<file path="src/sv/htfl_pkg.sv">
`default_nettype none

package htfl_pkg;

    localparam int CAPACITY = 256;
    localparam int IDX_W    = 8;
    localparam int VALUE_W  = 32;
    localparam int FRESH_W  = 9;
    localparam int CMD_W    = 2;
    localparam int STATUS_W = 2;

    localparam logic [FRESH_W-1:0] FRESH_LIMIT = FRESH_W'(CAPACITY);
    localparam logic [FRESH_W-1:0] FRESH_FIRST = FRESH_W'(1);

    localparam logic [CMD_W-1:0] CMD_PUT    = 2'd0;
    localparam logic [CMD_W-1:0] CMD_GET    = 2'd1;
    localparam logic [CMD_W-1:0] CMD_REMOVE = 2'd2;

    localparam logic [STATUS_W-1:0] ST_OK        = 2'd0;
    localparam logic [STATUS_W-1:0] ST_FULL      = 2'd1;
    localparam logic [STATUS_W-1:0] ST_NOT_FOUND = 2'd2;

    // write requests from the execute logic into the two memories
    typedef struct packed {
        logic               vals_we;
        logic [IDX_W-1:0]   vals_addr;
        logic [VALUE_W-1:0] vals_data;
        logic               link_we;
        logic [IDX_W-1:0]   link_addr;
        logic [IDX_W-1:0]   link_data;
    } htfl_wr_t;

endpackage

`default_nettype wire

</file>
<file path="src/sv/htfl_core.sv">
`default_nettype none

module htfl_core
    import htfl_pkg::*;
(
    input  wire logic                clk,
    input  wire logic                rst_n,
    input  wire logic                fire,
    input  wire logic [CMD_W-1:0]    cmd,
    input  wire logic [IDX_W-1:0]    slot_index,
    input  wire logic [VALUE_W-1:0]  put_value,
    input  wire logic [VALUE_W-1:0]  rd_value,
    input  wire logic [IDX_W-1:0]    rd_link,
    output htfl_wr_t                 wr,
    output logic      [IDX_W-1:0]    head_next,
    output logic      [IDX_W-1:0]    handle,
    output logic      [VALUE_W-1:0]  read_value,
    output logic      [STATUS_W-1:0] status
);

    logic [CAPACITY-1:0] occupied_reg;
    logic [IDX_W-1:0]    head_reg;
    logic [FRESH_W-1:0]  fresh_reg;
    logic [FRESH_W-1:0]  fresh_next;

    logic               set_occ;
    logic               clr_occ;
    logic [IDX_W-1:0]   put_slot;
    logic               found;

    assign found = occupied_reg[slot_index] && (rd_value != '0);

    always_comb
    begin
        wr         = '0;
        head_next  = head_reg;
        fresh_next = fresh_reg;
        set_occ    = 1'b0;
        clr_occ    = 1'b0;
        put_slot   = '0;
        handle     = '0;
        read_value = '0;
        status     = ST_NOT_FOUND;
        case (cmd) inside
            CMD_PUT:
            begin
                // freed slots first, then never-used ones
                if (head_reg != '0)
                begin
                    put_slot  = head_reg;
                    head_next = rd_link;
                end
                else if (fresh_reg < FRESH_LIMIT)
                begin
                    put_slot   = fresh_reg[IDX_W-1:0];
                    fresh_next = fresh_reg + FRESH_W'(1);
                end
                if (put_slot != '0)
                begin
                    set_occ      = 1'b1;
                    wr.vals_we   = 1'b1;
                    wr.vals_addr = put_slot;
                    wr.vals_data = put_value;
                    handle       = put_slot;
                    status       = ST_OK;
                end
                else
                begin
                    status = ST_FULL;
                end
            end
            CMD_GET, CMD_REMOVE:
            begin
                if (found)
                begin
                    read_value = rd_value;
                    status     = ST_OK;
                    if (cmd == CMD_REMOVE)
                    begin
                        clr_occ      = 1'b1;
                        wr.link_we   = 1'b1;
                        wr.link_addr = slot_index;
                        wr.link_data = head_reg;
                        head_next    = slot_index;
                    end
                end
            end
            default:
            begin
                status = ST_NOT_FOUND;
            end
        endcase
        if (!fire)
        begin
            wr         = '0;
            head_next  = head_reg;
            fresh_next = fresh_reg;
            set_occ    = 1'b0;
            clr_occ    = 1'b0;
        end
    end

    always_ff @(posedge clk or negedge rst_n)
    begin
        if (!rst_n)
        begin
            occupied_reg <= '0;
            head_reg     <= '0;
            fresh_reg    <= FRESH_FIRST;
        end
        else
        begin
            head_reg  <= head_next;
            fresh_reg <= fresh_next;
            if (set_occ)
            begin
                occupied_reg[put_slot] <= 1'b1;
            end
            if (clr_occ)
            begin
                occupied_reg[slot_index] <= 1'b0;
            end
        end
    end

endmodule

`default_nettype wire

</file>
<file path="config.mk">
export PLATFORM = sky130hd
export DESIGN_NAME = htfl_core
export DESIGN_NICKNAME = d
export VERILOG_FILES = /design/src/sv/htfl_pkg.sv /design/src/sv/htfl_core.sv
export SDC_FILE = /design/constraint.sdc
export NUM_CORES = 1
export LEC_CHECK = 0
export CAP_MARGIN = 20
export CORE_MARGIN = 8
export CORE_UTILIZATION = 35
export DETAILED_ROUTE_END_ITERATION = 16
export DONT_BUFFER_PORTS = 1
export MAX_ROUTING_LAYER = met4
export PLACE_DENSITY = 0.52
export SYNTH_ARGS = -nofsm -noshare
export SYNTH_HDL_FRONTEND = slang
export SYNTH_SLANG_ARGS = --single-unit
</file>
<file path="constraint.sdc">
create_clock -name clk -period 5.8 [get_ports clk]
set_clock_uncertainty 0.1 [all_clocks]
set_input_delay 0.58 -clock clk [delete_from_list [all_inputs] [get_ports clk]]
set_output_delay 0.58 -clock clk [all_outputs]
set_load 0.05 [all_outputs]
</file>
==> results of run 1 <==
==> logic make-up (layout without fill, tap and decap cells) <==
family | count (synthesis) | count (layout) | synth area share [%]
XOR/XNOR | 7 | 7 | 0.443
multiplexers | 72 | 72 | 10.5
AO/OA/AOI/OAI | 592 | 592 | 23.2
AND/OR/NAND/NOR | 299 | 299 | 11.7
adder cells (fa/ha/maj) | 3 | 3 | 0.271
flip-flops | 273 | 273 | 49.4
other | 0 | 1 | 0
buffers and inverters | 127 | 146 | 4.48
==> worst paths after layout <==
check	startpoint	to	cells past startpoint
setup reg to reg	head_reg[2]$_DFF_PN0_	occupied_reg[241]$_DFF_PN0_	9
hold / removal	rst_n	occupied_reg[56]$_DFF_PN0_	0
min in group clk	slot_index[4]	occupied_reg[193]$_DFF_PN0_	2
hold reg to reg	occupied_reg[218]$_DFF_PN0_	occupied_reg[218]$_DFF_PN0_	2
setup / recovery	occupied_reg[212]$_DFF_PN0_	head_next[2]	7
max in group asynchronous	rst_n	occupied_reg[117]$_DFF_PN0_	0
==> layout make-up <==
class	instances	area [sq um]	share of cell area, %
Antenna cell	1	2.50	0.0159
Sequential cell	273	6830	43.5
Clock buffer	45	952	6.06
Tap cell	525	657	4.18
Timing Repair Buffer	73	592	3.77
Inverter	17	63.8	0.406
Clock inverter	11	151	0.964
Multi-Input combinational cell	973	6460	41.1
==> placed cells by master, fill, tap and decap left out, types with 5 or more instances in the layout <==
cell / instances
sky130_fd_sc_hd__nand4_1: 5
sky130_fd_sc_hd__nand3_1: 9
sky130_fd_sc_hd__a21oi_1: 514
sky130_fd_sc_hd__nor2b_1: 12
sky130_fd_sc_hd__a221o_1: 7
sky130_fd_sc_hd__and3_1: 7
sky130_fd_sc_hd__xnor2_1: 6
sky130_fd_sc_hd__mux2i_1: 10
sky130_fd_sc_hd__dfrtp_1: 272
sky130_fd_sc_hd__clkbuf_1: 5
sky130_fd_sc_hd__nand2_1: 44
sky130_fd_sc_hd__o21ai_0: 8
sky130_fd_sc_hd__clkbuf_8: 7
sky130_fd_sc_hd__a31oi_1: 9
sky130_fd_sc_hd__buf_4: 63
sky130_fd_sc_hd__nor2_1: 81
sky130_fd_sc_hd__nor4_1: 9
sky130_fd_sc_hd__buf_6: 6
sky130_fd_sc_hd__a22oi_1: 11
sky130_fd_sc_hd__clkbuf_16: 34
sky130_fd_sc_hd__nor3_2: 22
sky130_fd_sc_hd__and2_1: 76
sky130_fd_sc_hd__a22o_1: 6
sky130_fd_sc_hd__mux4_2: 58
sky130_fd_sc_hd__nor3_1: 12
sky130_fd_sc_hd__inv_1: 15
==> critical path, delay by kind of cell (launching register included) <==
family	cells	cell delay, ns
compound gates	5	2.83
flops	1	0.38
simple gates	2	0.65
==> per-layer routing <==
| layer | share of wire (%) | GRT usage [%] | wire (um) | vias up |
|---|---|---|---|---|
| li1 | - | - | - | 5042 |
| met2 | 46 | 32.9 | 23100 | 586 |
| met1 | 41 | 27.5 | 20700 | 5879 |
| met4 | 3.8 | 8.23 | 1920 | 0 |
| met5 | 0 | - | 0 | - |
| met3 | 8.4 | 4.80 | 4200 | 125 |
==> power by group <==
| part | switching [mW] | internal [mW] | leakage (nW) |
|---|---|---|---|
| sequential | 0.0630 | 1.97 | 3.78 |
| combinational | 0.392 | 0.143 | 2.54 |
| clock | 0.844 | 1.29 | 0.542 |
==> metrics.cfg, run 1 <==
[synth]
syn_area_per_cell_sq_um = 10.1
synthCells = 1373
yosysSeqAreaShare_pct = 49.4
synth_common_cells = sky130_fd_sc_hd__a21oi_1, sky130_fd_sc_hd__dfrtp_1, sky130_fd_sc_hd__nor2_1, sky130_fd_sc_hd__and2_1, sky130_fd_sc_hd__mux4_2
netlist-cell-type-count = 65
synth.top_cells.by_area = sky130_fd_sc_hd__dfrtp_1, sky130_fd_sc_hd__a21oi_1, sky130_fd_sc_hd__mux4_2
ys.warnings.count = 0
ys.flop_type = sky130_fd_sc_hd__dfrtp_1
synth_nets = 1461
synth-edff-count = 0
synth.most_common_cell = sky130_fd_sc_hd__a21oi_1
synth_async_sr_flop_share_pct = 100
synth_top_area_cell = sky130_fd_sc_hd__dfrtp_1
number_of_synthesized_register_bits = 273
netlist_area_sq_um = 13800
synth_top_cell_area_share_pct = 49.2

[critical_path]
crit_chain = nor2b_1 > a2111oi_0 > o311a_1 > o221ai_2 > o221ai_4 > nor2_1 > a221o_1
critical_path.endpoint_type = output pin
cp.required_ns = 5.12
timing.critical_path.slowest_cell_delay_ns = 0.86
timing.critical_path.from_type = register
critPathMaxFanout = 26
cp_data_arrival_time_ns = 4.39
critPathSlowestCell = sky130_fd_sc_hd__a2111oi_0
rrSetupSlack_ns = 1.30
start_to_end_type_of_the_worst_setup_path = reg -> out

[grt]
antenna_found_initial = 1
grt_max_degree = 274
via_count_of_the_first_global_routing_pass = 11500
grt_pass1_wl_um = 75400
grt.total_usage_pct = 21.4
grt-ovfl-total = 0

[layout]
postLayoutCoreUtil_pct = 39.9
fillerInstances = 3842
layout.cells.non_filler = 1918
area_growth_syn_to_layout_pct = 13.6
finish.net_count = 1460
largest_register_ff_count = 256
finish.instance_area_sq_um = 15700
drive_gt1_share_pct = 16.2

[timing]
totalNegativeSetupSlack_ns = 0
hold_viol_final = 272
clock_period_minus_worst_slack_ns = 5.07
final_critical_path_setup_slack_ns = 0.733
unrepaired_setup_endpoints_after_global_routing = false
hold_slack_ns = -0.342
worst-slew-pin-transition_ns = 1.11
remaining_max_slew_budget_at_the_tightest_pin_pct = 26.0
final_min_period_over_clock_period_pct = 87.4
achievable-frequency_mhz = 197
pins_over_slew_limit = 0
setup_viol = 0

[floorplanning]
fp.dieW_um = 215
design.die.area_sq_um = 46100
die_y_um = 215
start_util_pct = 35.1
num_io_pins = 193
coreArea_sq_um = 39400
rows = 73

[worst_hold_path]
hp-class = in -> async

[detailed_routing]
drt_first_pass_iters = 7
routed_wl_um = 49900
routed_wire_length_per_instance_um = 26.0
route.detailed.vias_per_inst = 6.06
antenna_violating_nets_post_route = 0
num_vias = 11600
drtIter0Drc = 1172
drcViolationCount = 0

[run]
max_cap_violations = 0

[cts]
clk-insertion-delay-late_ns = 0.53
clock-root-buffer = sky130_fd_sc_hd__clkbuf_16
postCtsSetupBuffers = 0
cts_inserted_buffers = 34
clk_pin_slew_ns = 0.06
cts_tree = done
cts.htree.levels = 2
cts.sinks = 273
post_cts.resized_instances = 0
clock_path_buffers = 3

[outcome]
status = finished with violations
violations = hold timing

[power]
ir_worst_vdd_mv = 0.170
leakagePower_nw = 6.86
power_per_cell_area_nw_per_um2 = 299
finalPower_mw = 4.70

[place]
dp_worst_setup_slack_ns = 0.982
count_of_buffers_inserted_at_the_top_level_ports = 0
placer_congestion_estimate = 0.876
place_hpwl_um = 32800
dpl_cell_area_sq_um = 14500
cell_count_after_placement = 1852

No activity file was read; power rests on OpenSTA's default activity.
==> run 2, diff against run 1 <==
--- a/config.mk
+++ b/config.mk
@@ -5,6 +5,7 @@
 export SDC_FILE = /design/constraint.sdc
 export NUM_CORES = 1
 export LEC_CHECK = 0
+export ABC_AREA = 1
 export CAP_MARGIN = 20
 export CORE_MARGIN = 8
 export CORE_UTILIZATION = 35
==> metrics.cfg, run 2 <==
[outcome]
status = finished with violations
violations = hold timing

[power]
power_per_cell_area_nw_per_um2 = 235
power.switching_fraction_pct = 29.0
pwr-share-comb_pct = 11.3
switching_power_mw = 1.36
ir_worst_vdd_mv = 0.196
power.share.clock_pct = 46.5
finalPower_mw = 4.69
leakagePower_nw = 8.84
sequentialPowerShare_pct = 42.3
p_int_mw = 3.33

[timing]
remaining_max_slew_budget_at_the_tightest_pin_pct = 24.1
pins_over_slew_limit = 0
final_min_period_over_clock_period_pct = 81.5
final_critical_path_setup_slack_ns = 1.07
worst-slew-pin-transition_ns = 1.14
hold_slack_ns = -0.365
clock_period_minus_worst_slack_ns = 4.73
achievable-frequency_mhz = 212
totalNegativeSetupSlack_ns = 0
unrepaired_setup_endpoints_after_global_routing = false
hold_viol_final = 273
setup_viol = 0

[grt]
grt_pass1_wl_um = 108000
via_count_of_the_first_global_routing_pass = 17200
grt.total_usage_pct = 23.8
antenna_found_initial = 0
grt_max_degree = 274
grt-ovfl-total = 0

[place]
dpl_cell_area_sq_um = 18800
place_hpwl_um = 43000
dp_worst_setup_slack_ns = 1.34
count_of_buffers_inserted_at_the_top_level_ports = 0
cell_count_after_placement = 3416
placer_congestion_estimate = 0.893

[detailed_routing]
route.detailed.vias_per_inst = 5.24
routed_wl_um = 71500
antenna_violating_nets_post_route = 0
num_vias = 18200
drt_first_pass_iters = 5
routed_wire_length_per_instance_um = 20.5
drtIter0Drc = 1782
drcViolationCount = 0

[critical_path]
startpoint_of_the_worst_setup_timing_path = head_reg[6]$_DFF_PN0_
cp.required_ns = 5.12
worst_path_most_repeated_cell = sky130_fd_sc_hd__inv_1
timing.critical_path.from_type = register
crit_chain = inv_1 > nand4_1 > nor2_1 > inv_1 > nor2_2 > inv_1 > o21ai_1 > nor4_1 > nand3_1 > nand3_4 > nor2_1
critPathSlowestCell = sky130_fd_sc_hd__nor2_1
crit-reg2reg-launch = head_reg[6]$_DFF_PN0_
worst-r2r-cell-count = 16
rrSetupSlack_ns = 1.78
critPathMaxFanout = 67
endpoint = wr[42]
cp_data_arrival_time_ns = 4.05
timing.critical_path.slowest_cell_delay_ns = 1.01
critical_path.endpoint_type = output pin
capturing_point_of_the_worst_reg2reg_path = occupied_reg[171]$_DFF_PN0_
start_to_end_type_of_the_worst_setup_path = reg -> out

[floorplanning]
num_io_pins = 193
rows = 83
design.die.area_sq_um = 59200
die_y_um = 243
start_util_pct = 35.3
coreArea_sq_um = 51200
fp.dieW_um = 243

[synth]
ys.warnings.count = 0
ys.flop_type = sky130_fd_sc_hd__dfrtp_1
synth_top_area_cell = sky130_fd_sc_hd__dfrtp_1
synth_common_cells = sky130_fd_sc_hd__nand2_1, sky130_fd_sc_hd__nor2_1, sky130_fd_sc_hd__dfrtp_1, sky130_fd_sc_hd__a21oi_2, sky130_fd_sc_hd__clkbuf_1
synth.most_common_cell = sky130_fd_sc_hd__nand2_1
number_of_synthesized_register_bits = 273
synth.top_cells.by_area = sky130_fd_sc_hd__dfrtp_1, sky130_fd_sc_hd__nand2_1, sky130_fd_sc_hd__nor2_1
netlist_area_sq_um = 18100
synth_nets = 2904
netlist-cell-type-count = 29
synthCells = 2816
syn_area_per_cell_sq_um = 6.42
synth-edff-count = 0
yosysSeqAreaShare_pct = 37.8
synth_top_cell_area_share_pct = 37.7
synth_async_sr_flop_share_pct = 100

[layout]
largest_register_ff_count = 256
layout_commonest_cell = sky130_fd_sc_hd__nand2_1
layout.cells.non_filler = 3480
diodes = 0
postLayoutCoreUtil_pct = 39.0
finish.net_count = 2862
mostFrequentLayoutCells = sky130_fd_sc_hd__nand2_1, sky130_fd_sc_hd__nor2_1, sky130_fd_sc_hd__dfrtp_1
drive_gt1_share_pct = 13.8
area_growth_syn_to_layout_pct = 10.4
finish.instance_area_sq_um = 20000
fillerInstances = 5431

[worst_hold_path]
hp-class = in -> async

[cts]
clock-root-buffer = sky130_fd_sc_hd__clkbuf_16
clock_path_buffers = 3
cts.htree.levels = 2
cts.sinks = 273
postCtsSetupBuffers = 0
post_cts.resized_instances = 0
cts_tree = done
clk-insertion-delay-late_ns = 0.56
cts_inserted_buffers = 35
clk_pin_slew_ns = 0.06

[run]
max_cap_violations = 0

run 2: changes by cell type in the layout (fill, tap and decap cells not counted), sizes merged, moves of 31 or more:
| cell | delta |
|---|---|
| and2 | -76 |
| inv | +70 |
| nor3 | -31 |
| a21oi | -248 |
| nor2 | +836 |
| buf | +31 |
| mux4 | -58 |
| nand2 | +940 |
run 2: power groups by stage:
| stage | logic (mW) | clock network, mW | registers, mW |
|---|---|---|---|
| 2_1_floorplan | 0.370 | 0 | 2.01 |
| 3_3_place_gp | 0.512 | 0 | 2.02 |
| 3_5_place_dp | 0.519 | 0 | 2.02 |
| 4_1_cts | 0.521 | 2.22 | 1.98 |
| 5_1_grt | 0.558 | 2.29 | 1.99 |
| 6_report | 0.528 | 2.18 | 1.98 |
run 2: metal layers:
metal  part of all wire [%]  up-vias  wire length (um)  track usage [%]
met5                      0        -                 0                -
met4                    3.6        0              2560             8.96
met3                    7.6      144              5420             3.26
met2                     47      777             33500             37.6
met1                     42     8782             30000             30.9
li1                       -     8542                 -                -
run 2: critical path: cells and delay by family, from the launching register on:
family                 cells  cell delay, ns
AO/OA/AOI/OAI              1            0.22
buffers and inverters      3            0.36
AND/OR/NAND/NOR            7            2.45
flip-flops                 1            0.39
run 2: cell type report:
| cell class | instances | area, sq um | share of cell area [%] |
|---|---|---|---|
| multi-input combinational | 2272 | 9920 | 49.7 |
| timing repair buffer | 103 | 895 | 4.48 |
| tap | 680 | 851 | 4.26 |
| sequential | 273 | 6830 | 34.2 |
| clock buffer | 56 | 1040 | 5.19 |
| inverter | 89 | 343 | 1.72 |
| clock inverter | 7 | 75.1 | 0.376 |
run 2: cells by family (layout without fill, tap and decap cells):
group / Yosys count / count (layout) / synth area share, %
adders and majority gates: 3 / 3 / 0.208
and+or+nand+nor: 1964 / 1964 / 41.7
muxes: 1 / 1 / 0.0554
AOI/OAI and AO/OA: 297 / 297 / 12.4
DFF: 273 / 273 / 37.8
xor gates and xnor gates: 7 / 7 / 0.339
buffers and inverters: 271 / 255 / 7.46
run 2: worst min-delay path by stage:
stage	startpoint	endpoint	slack (ns)	cells after the start
final	rst_n	occupied_reg[27]$_DFF_PN0_	-0.37	0
after global routing	rst_n	occupied_reg[27]$_DFF_PN0_	-0.38	0
after CTS	rst_n	fresh_reg[2]$_DFFE_PN0P_	-0.38	0
after detailed placement	rst_n	occupied_reg[26]$_DFF_PN0_	0.21	0
after global placement	rst_n	occupied_reg[31]$_DFF_PN0_	0.21	0
after floorplan	rst_n	fresh_reg[1]$_DFFE_PN0P_	0.18	0
